==> config.mk <==
export PLATFORM = sky130hd
export DESIGN_NAME = sorted_insert_priority_queue_core
export DESIGN_NICKNAME = d
export VERILOG_FILES = /design/src/hw/rtl/spq_pkg.sv /design/src/hw/rtl/sorted_insert_priority_queue_core.sv /design/src/hw/rtl/spq_cell.sv
export SDC_FILE = /design/constraint.sdc
export NUM_CORES = 2
export LEC_CHECK = 0
export BUFFER_PORTS_ARGS = -buffer_cell sky130_fd_sc_hd__buf_2
export CORE_ASPECT_RATIO = 0.9
export CORE_MARGIN = 3
export CORE_UTILIZATION = 35
export DETAILED_ROUTE_END_ITERATION = 8
export PLACE_DENSITY = 0.51
export SLEW_MARGIN = 20
export SYNTH_ARGS = -nofsm -noshare
export SYNTH_HDL_FRONTEND = slang
export SYNTH_SLANG_ARGS = --single-unit
==> constraint.sdc <==
create_clock -name clk -period 5.8 [get_ports clk]
set_clock_uncertainty 0.1 [all_clocks]
set_input_delay 0.87 -clock clk [delete_from_list [all_inputs] [get_ports clk]]
set_output_delay 0.87 -clock clk [all_outputs]
set_load 0.03 [all_outputs]
==> src/hw/rtl/spq_pkg.sv <==
// ----------------------------------------------------------------------------
// Sorted priority queue package
// Shared types and constants for the sorted-insert priority queue cells
// and the top level.
// ----------------------------------------------------------------------------
package spq_pkg;

    localparam int DATA_W = 32;

    localparam logic KIND_PUSH = 1'b0;
    localparam logic KIND_POP  = 1'b1;

    typedef enum logic [1:0] {
        ST_DONE      = 2'd0,
        ST_POP_EMPTY = 2'd1,
        ST_PUSH_FULL = 2'd2
    } spq_status_t;

    typedef struct packed {
        logic                     push;
        logic                     pop;
        logic signed [DATA_W-1:0] value;
    } spq_ctrl_t;

endpackage

==> src/hw/rtl/sorted_insert_priority_queue_core.sv <==
// ----------------------------------------------------------------------------
// Sorted-insert priority queue core
// A row of DEPTH cells keeps the stored values in ascending order.
// ----------------------------------------------------------------------------
// Usage:
// The input channel (in_valid, in_stall, kind, value) carries one push or
// pop per transaction. The output channel (out_valid, out_stall, min_value,
// max_value, is_empty, is_full, status) returns one result transaction for
// every input transaction, in order.
// The result is loaded into the output register at the edge that accepts
// the input transaction and is offered in the next cycle. Throughput is
// one transaction per cycle while the receiver does not stall a waiting
// result, because every cell compares the incoming value with its own entry
// in parallel and the whole row shifts by at most one place per cycle.
// Equal values leave in arrival order. A pop on an empty queue and a push
// on a full queue change nothing and are flagged in status.
// Reset empties the queue and clears the output valid flag; the stored
// entries themselves are not cleared. While the receiver stalls a waiting
// result, in_stall is raised and no new transaction is taken.
// ----------------------------------------------------------------------------
module sorted_insert_priority_queue_core
    import spq_pkg::*;
#(
    parameter int DEPTH = 16
)
(
    input  logic                     clk,
    input  logic                     rst_n,
    input  logic                     in_valid,
    output logic                     in_stall,
    input  logic                     kind,
    input  logic signed [DATA_W-1:0] value,
    output logic                     out_valid,
    input  logic                     out_stall,
    output logic signed [DATA_W-1:0] min_value,
    output logic signed [DATA_W-1:0] max_value,
    output logic                     is_empty,
    output logic                     is_full,
    output logic [1:0]               status
);

    localparam int CNT_W = $clog2(DEPTH + 1);

    logic [CNT_W-1:0]         occupancy_reg;
    logic [CNT_W-1:0]         occupancy_next;
    logic signed [DATA_W-1:0] max_reg;
    logic signed [DATA_W-1:0] max_next;
    logic                     out_valid_reg;
    logic                     out_valid_next;
    logic signed [DATA_W-1:0] min_value_reg;
    logic signed [DATA_W-1:0] max_value_reg;
    logic                     is_empty_reg;
    logic                     is_full_reg;
    spq_status_t              status_reg;
    spq_status_t              status_next;

    logic                     in_fire;
    logic                     cur_empty;
    logic                     cur_full;
    spq_ctrl_t                ctrl;

    logic                     lt_vec    [DEPTH];
    logic signed [DATA_W-1:0] entries   [DEPTH];
    logic signed [DATA_W-1:0] nexts     [DEPTH];

    assign in_stall  = out_valid_reg && out_stall;
    assign in_fire   = in_valid && !in_stall;
    assign cur_empty = (occupancy_reg == '0);
    assign cur_full  = (occupancy_reg == CNT_W'(DEPTH));

    assign ctrl.push  = in_fire && (kind == KIND_PUSH) && !cur_full;
    assign ctrl.pop   = in_fire && (kind == KIND_POP) && !cur_empty;
    assign ctrl.value = value;

    genvar g;
    generate
        for (g = 0; g < DEPTH; g++)
        begin : g_cell
            logic                     left_lt;
            logic signed [DATA_W-1:0] left_entry;
            logic signed [DATA_W-1:0] right_entry;

            if (g == 0)
            begin : g_first
                assign left_lt    = 1'b0;
                assign left_entry = entries[g];
            end
            else
            begin : g_mid
                assign left_lt    = lt_vec[g-1];
                assign left_entry = entries[g-1];
            end

            if (g == DEPTH - 1)
            begin : g_last
                assign right_entry = entries[g];
            end
            else
            begin : g_inner
                assign right_entry = entries[g+1];
            end

            spq_cell u_cell (
                .clk         (clk),
                .ctrl        (ctrl),
                .occupied    (occupancy_reg > CNT_W'(g)),
                .left_lt     (left_lt),
                .left_entry  (left_entry),
                .right_entry (right_entry),
                .lt          (lt_vec[g]),
                .entry       (entries[g]),
                .entry_next  (nexts[g])
            );
        end
    endgenerate

    always_comb
    begin
        occupancy_next = occupancy_reg;
        max_next       = max_reg;
        status_next    = ST_DONE;
        if (in_fire)
        begin
            if (kind == KIND_PUSH)
            begin
                if (cur_full)
                begin
                    status_next = ST_PUSH_FULL;
                end
                else
                begin
                    occupancy_next = occupancy_reg + CNT_W'(1);
                    if (cur_empty || (value >= max_reg))
                    begin
                        max_next = value;
                    end
                end
            end
            else
            begin
                if (cur_empty)
                begin
                    status_next = ST_POP_EMPTY;
                end
                else
                begin
                    occupancy_next = occupancy_reg - CNT_W'(1);
                end
            end
        end
    end

    always_comb
    begin
        if (in_fire)
        begin
            out_valid_next = 1'b1;
        end
        else
        begin
            out_valid_next = out_valid_reg && out_stall;
        end
    end

    always_ff @(posedge clk or negedge rst_n)
    begin
        if (!rst_n)
        begin
            occupancy_reg <= '0;
            out_valid_reg <= 1'b0;
        end
        else
        begin
            occupancy_reg <= occupancy_next;
            out_valid_reg <= out_valid_next;
        end
    end

    always_ff @(posedge clk)
    begin
        max_reg <= max_next;
        if (in_fire)
        begin
            if (occupancy_next == '0)
            begin
                min_value_reg <= '0;
                max_value_reg <= '0;
            end
            else
            begin
                min_value_reg <= nexts[0];
                max_value_reg <= max_next;
            end
            is_empty_reg <= (occupancy_next == '0);
            is_full_reg  <= (occupancy_next == CNT_W'(DEPTH));
            status_reg   <= status_next;
        end
    end

    assign out_valid = out_valid_reg;
    assign min_value = min_value_reg;
    assign max_value = max_value_reg;
    assign is_empty  = is_empty_reg;
    assign is_full   = is_full_reg;
    assign status    = status_reg;

`ifndef ASSERT_OFF
    a_occ_bound: assert property (@(posedge clk) disable iff (!rst_n)
        occupancy_reg <= CNT_W'(DEPTH))
        else $error("Occupancy exceeds the queue depth.");

    a_drop_stable: assert property (@(posedge clk) disable iff (!rst_n)
        (in_fire && (kind == KIND_PUSH) && cur_full) |=> $stable(occupancy_reg))
        else $error("A dropped push changed the occupancy.");

    a_empty_zero: assert property (@(posedge clk) disable iff (!rst_n)
        (out_valid && is_empty) |-> ((min_value == '0) && (max_value == '0)))
        else $error("An empty result reports nonzero extremes.");

    a_pop_empty_flag: assert property (@(posedge clk) disable iff (!rst_n)
        (out_valid && (status == ST_POP_EMPTY)) |-> is_empty)
        else $error("A pop on empty reported a nonempty queue.");

    a_push_full_flag: assert property (@(posedge clk) disable iff (!rst_n)
        (out_valid && (status == ST_PUSH_FULL)) |-> is_full)
        else $error("A dropped push reported a queue that is not full.");
`endif

endmodule

==> src/hw/rtl/spq_cell.sv <==
// ----------------------------------------------------------------------------
// Sorted priority queue cell
// Holds one entry of the ascending chain. On a push it keeps its entry,
// takes the new value, or takes its left neighbor's entry; on a pop it
// takes its right neighbor's entry.
// ----------------------------------------------------------------------------
module spq_cell
    import spq_pkg::*;
(
    input  logic                     clk,
    input  spq_ctrl_t                ctrl,
    input  logic                     occupied,
    input  logic                     left_lt,
    input  logic signed [DATA_W-1:0] left_entry,
    input  logic signed [DATA_W-1:0] right_entry,
    output logic                     lt,
    output logic signed [DATA_W-1:0] entry,
    output logic signed [DATA_W-1:0] entry_next
);

    logic signed [DATA_W-1:0] entry_reg;

    assign lt    = occupied && (ctrl.value < entry_reg);
    assign entry = entry_reg;

    always_comb
    begin
        entry_next = entry_reg;
        if (ctrl.push)
        begin
            if (left_lt)
            begin
                entry_next = left_entry;
            end
            else if (lt || !occupied)
            begin
                entry_next = ctrl.value;
            end
        end
        else if (ctrl.pop)
        begin
            entry_next = right_entry;
        end
    end

    always_ff @(posedge clk)
    begin
        entry_reg <= entry_next;
    end

endmodule
# Yosys cells after proc, flatten, opt, wreduce, memory -nomap -nowiden
# Index checks and enable logic that the tools add are counted.
# word_totals
register_bits	618
out_inout_bits	70
wordCells	226
# classes
n_addsub	2
magnitude_cmp	33
n_eq_ne	16
muxes	73
n_bitwise	1
reduce_logical	77
# op_table
cell	count
two-way mux 32 bit	65
< comparator 32 bit	16
inequality test 3 x 1 -> 1 bit, second input constant	14
greater-than comparator 5 x 4 -> 1 bit, second input constant	8
>= comparator 32 bit	1
AND reduction 2 bit	15
logical AND 1 bit	22
greater-than comparator 5 x 3 -> 1 bit, second input constant	4
two-way mux 5 bit	4
logical NOT 1 bit	19
logical OR 1 bit	17
equality test 5 bit, second input constant	2
greater-than comparator 5 x 1 -> 1 bit, second input constant	2
greater-than comparator 5 x 2 -> 1 bit, second input constant	2
logical NOT 5 bit	2
adder 5 x 1 -> 5 bit, second input constant	1
subtractor 5 x 1 -> 5 bit, second input constant	1
two-way mux 2 bit	2
nonzero test 2 bit	2
two-way mux 1 bit	2
inverter 1 bit	1

# Logic depth before layout (Yosys ltp)
# depth
ltp_word	7
mapped_depth	13
depth_no_buf	11

# By module
# From an unflattened synthesis, not the netlist that was laid out.
# unflattened
hier_cells	7849
area_unflattened_um2	57724.1
# by_module_without_submodules
mod	instances	cells_per_inst	area_per_inst_um2	seq_area_each_um2
spq_cell at g_cell[0].u_cell ...	15	469	3315.7	640.6
sorted_insert_priority_queue_core	1	502	5306.3	2832.7
spq_cell at g_cell[9].u_cell	1	312	2682.6	640.6

# Worst setup path before layout
# No wires, ideal clock.
# synth_path
path_type	input to register
from	input port out_stall
to	register g_cell[9].u_cell.entry_reg[0] (enable)
setup_ns	0.440
t_arrival_ns	4.871
required_time_ns	5.260
slack_ns	0.389
stages	7
n_path_buf	1
path_cell_list	nand2_1 -> nand2_2 -> inv_1 -> and3_1 -> nor2_1 -> clkbuf_1 -> a41oi_1
# synth_via
elab_chain_cells	7
elab_cells_between_ends	10
cone_classes	eq/ne: 1; reduce/logical: 9
# synth_rtl
item	line	rtl
from (decl)	sorted_insert_priority_queue_core.sv:34	input logic out_stall,
logical AND 1 bit (*)	sorted_insert_priority_queue_core.sv:66	assign in_stall = out_valid_reg && out_stall;
logical NOT 1 bit (*)	sorted_insert_priority_queue_core.sv:67	assign in_fire = in_valid && !in_stall;
logical AND 1 bit (*)	sorted_insert_priority_queue_core.sv:67	
net in_fire	sorted_insert_priority_queue_core.sv:57	logic in_fire;
logical AND 1 bit (on tied branches) (2 in a row)	sorted_insert_priority_queue_core.sv:71, sorted_insert_priority_queue_core.sv:72	
inequality test 3 x 1 -> 1 bit (no source line) or nonzero test 2 bit (tied branches)	--	
AND reduction 2 bit (no source line) (*)	--	
to (signal assigned)	spq_cell.sv:48	entry_reg <= entry_next;
to (decl)	spq_cell.sv:21	logic signed [DATA_W-1:0] entry_reg;
# The timed path passes the listed nets; every way through them passes the cells marked *.
# A chain may end at the register's enable or synchronous reset.

# Worst setup path after layout
# layout_path
from	input port value[14]
to	register g_cell[6].u_cell.entry_reg[24] (enable)
# layout_via
elab_chain_cells	5
elab_cells_between_ends	7
cone_classes	order compare: 2; eq/ne: 1; reduce/logical: 4
# layout_rtl
item	line	rtl
from (decl)	sorted_insert_priority_queue_core.sv:32	input logic signed [DATA_W-1:0] value,
< comparator 32 bit	spq_cell.sv:23	assign lt = occupied && (ctrl.value < entry_reg);
logical AND 1 bit	spq_cell.sv:23	
logical OR 1 bit	spq_cell.sv:35	else if (lt || !occupied)
inequality test 3 x 1 -> 1 bit (no source line) (*)	--	
AND reduction 2 bit (no source line) (*)	--	
to (signal assigned)	spq_cell.sv:48	
to (decl)	spq_cell.sv:21	
# Mark *: on every way between the ends. The rest lies on a longest branch, timed or not.

==> run_results.csv <==
group,metric,value,unit
outcome,status,"complete, no violations",
synthesis,netlist_top_cells_count,"574 x inv_1, 548 x edfxtp_1, 533 x ha_1, 386 x nand2_1, 385 x mux2i_1",
sta,final-setup-viol-count,0,
synthesis,yosysMostFrequentCell,"inv_1",
sta,timing.final.crit_share,0.772,
sta,drv_slew,0,
clock_tree,clk_pin_slew,0.06,ns
synthesis,synth_fp_nets,5097,
worst_hold_path,min_delay_path_depth,2,
routing,ant_nets,0,
place,place_congestion,0.874,
synthesis,synth_flop_cell,"edfxtp_1",
floorplan,die_width,378,µm
place,place_area,0.0467,mm²
synthesis,ys.warnings.count,0,
layout,drive_above_1_share,0.0901,
layout,nets,5151,
clock_tree,cts_htree_levels,3,
sta,fmax,0.223,GHz
place,portBuffers,106,
clock_tree,post-cts-setup-buffers,0,
layout,utilization,0.399,
routing,num_vias,34700,
critical_path,crit_chain,"buf_2 > buf_4 > ha_1 > a21o_1 > a21oi_1 > a211oi_1 > a2111oi_0 > a211o_1 > and3_2 > nor2_1 > a21oi_4 > buf_12",
floorplan,rows,122,
global_routing,overflow,0,
floorplan,start_util,0.353,
clock_tree,clockBufferDepth,3,
power,p_leak,23.0,nW
sta,fin_tns_setup,0,ns
sta,fin_ws,1.32,ns
routing,drt_iter0_drc,3230,
critical_path,r2r_cells,8,
layout,fill_cells,12200,
worst_hold_path,hold_path.class,"in -> reg",
global_routing,grt_pass1_wl,224000,µm
global_routing,antenna_found_initial,12,
critical_path,worst-path-buf-inv,3,
layout,final_area,0.0492,mm²
synthesis,synth.distinct_cells,74,
place,place_ws,0.759,ns
synthesis,synth_top_area_frac,0.378,
clock_tree,cts_tree,"done",
synthesis,synth-edff-count,548,
worst_hold_path,min_to,"out_valid",
critical_path,cp-start-kind,"input pin",
critical_path,critical-path-slowest-cell,"a2111oi_0",
critical_path,r2r-start,"occupancy_reg[4]",
sta,holdWs,0.345,ns
sta,worst_pin_slew,1.04,ns
layout,largest_register_ffs,512,
global_routing,grt_pass1_vias,33600,
sta,hold_violations,0,
clock_tree,cts_made_buffers,78,
place,place_inst,6112,
critical_path,slowest_delay,0.66,ns
power,peakVddDrop,338,µV
critical_path,critPathTopFamily,"compound AO/OA/AOI/OAI gates",
floorplan,io-pin-count,107,
sta,rsz0062_at_grt,"false",
critical_path,r2r-end,"min_value[11]",
critical_path,crit_fanout,24,
synthesis,synth_top_area_cell,"edfxtp_1",
worst_hold_path,min-delay-start,"in_valid",
synthesis,netlist_instances,4527,
critical_path,cp.required,6.04,ns
synthesis,seq_area_frac_synth,0.411,
power,power,19.7,mW
sta,slew_headroom,0.298,
global_routing,grt.total_usage,0.229,
place,dpl.hpwl,112000,µm
clock_tree,clock_latency,0.66,ns
routing,routed_via_density,5.55,
routing,remaining_drc_errors,0,
synthesis,ys_top_cells_by_area,"edfxtp_1 38%, ha_1 15%, mux2i_1 8.9%",
routing,wl_per_cell,24.0,µm
clock_tree,cts_sinks,618,
critical_path,cp.arrival,4.72,ns
sta,period_needed,4.48,ns
routing,drt_wl_total,150000,µm
floorplan,core_area,0.123,mm²
floorplan,die-area,0.129,mm²
clock_tree,clockRootBuffer,"clkbuf_16",
run,drv_cap,0,
critical_path,reg2reg_slack,1.61,ns
synthesis,syn_area,0.0435,mm²
routing,dr.pass1.iters,5,
synthesis,avgSynthCellArea,9.62,µm²
global_routing,grt_max_degree,193,
layout,areaGrowthSynthToFinish,13.0,%
synthesis,synthArstFlopShare,0.00971,
layout,final_cells,6257,
power,pwr_density_cell,399,mW/mm²
critical_path,crit_path_end_kind,"register",
critical_path,crit_type,"in -> reg",
synthesis,ys_seq_elements,618,
floorplan,fp.dieH,341,µm
power breakdown:
group          switching, mW  internal (mW)
clock                   2.03           2.85
combinational           5.00           2.91
sequential             0.755           6.11
total                   7.78           11.9
cell usage in the layout (no fill, tap or decap), types with 83 or more instances in the layout:
master,count
inv_1,573
edfxtp_1,548
ha_1,533
nand2_1,384
mux2i_1,381
o21ai_0,348
nor2_1,259
a21oi_1,181
a21o_1,168
a211oi_1,119
buf_4,117
buf_2,106
o22ai_1,98
nand4_1,83
per-layer routing:
layer,GRT usage,vias to the layer above,wire length [µm]
li1,-,16500,-
met1,0.354,16900,73900
met2,0.328,1193,61200
met3,0.0400,186,11200
met4,0.0567,2,3790
met5,0,-,13
cell type report:
class,count,area (µm²),share of cell area
diodes,5,12.5,0.000254
multi-input cells,3059,22700,0.462
repair buffers,249,1920,0.0390
clock inverters,30,287,0.00582
well taps,1612,2020,0.0410
flip-flops and latches,618,17900,0.364
inverters,575,2160,0.0440
clock buffers,109,2190,0.0446
cell families after synthesis:
kind of cell | synth area share
XOR/XNOR | 0.00141
flip-flops | 0.411
AND/OR/NAND/NOR | 0.101
multiplexers | 0.0903
buffers and inverters | 0.0763
adder cells (fa/ha/maj) | 0.153
AO/OA/AOI/OAI | 0.167
worst reg2reg max path: stages (launching register included):
cell,delay (ns)
dfrtp_1,0.74
clkinv_4,0.28
nor2_2,0.30
or3_4,0.50
buf_4,0.63
buf_4,0.68
a211oi_1,0.17
a211oi_1,0.45
and2_1,0.21
worst max path at each step:
stage,startpoint,end,slack [ns],cells after the start
final,value[14],g_cell[6].u_cell.entry[24],1.32,12
after global routing,value[11],g_cell[11].u_cell.entry[10],1.16,13
after CTS,value[14],g_cell[6].u_cell.entry[24],1.45,12
after detailed placement,value[14],g_cell[6].u_cell.entry[24],0.76,12
after global placement,value[14],g_cell[6].u_cell.entry[24],0.73,12
after floorplan,out_stall,g_cell[9].u_cell.entry[0],0.39,7
what timing repair did:
action | in CTS | in global routing
hold buffers | 1 | 0
gates resized for setup | 0 | 0
setup endpoints to repair | 0 | 0
endpoints found under the hold margin | 6 | 0
Power figures use the tool's default switching activity.
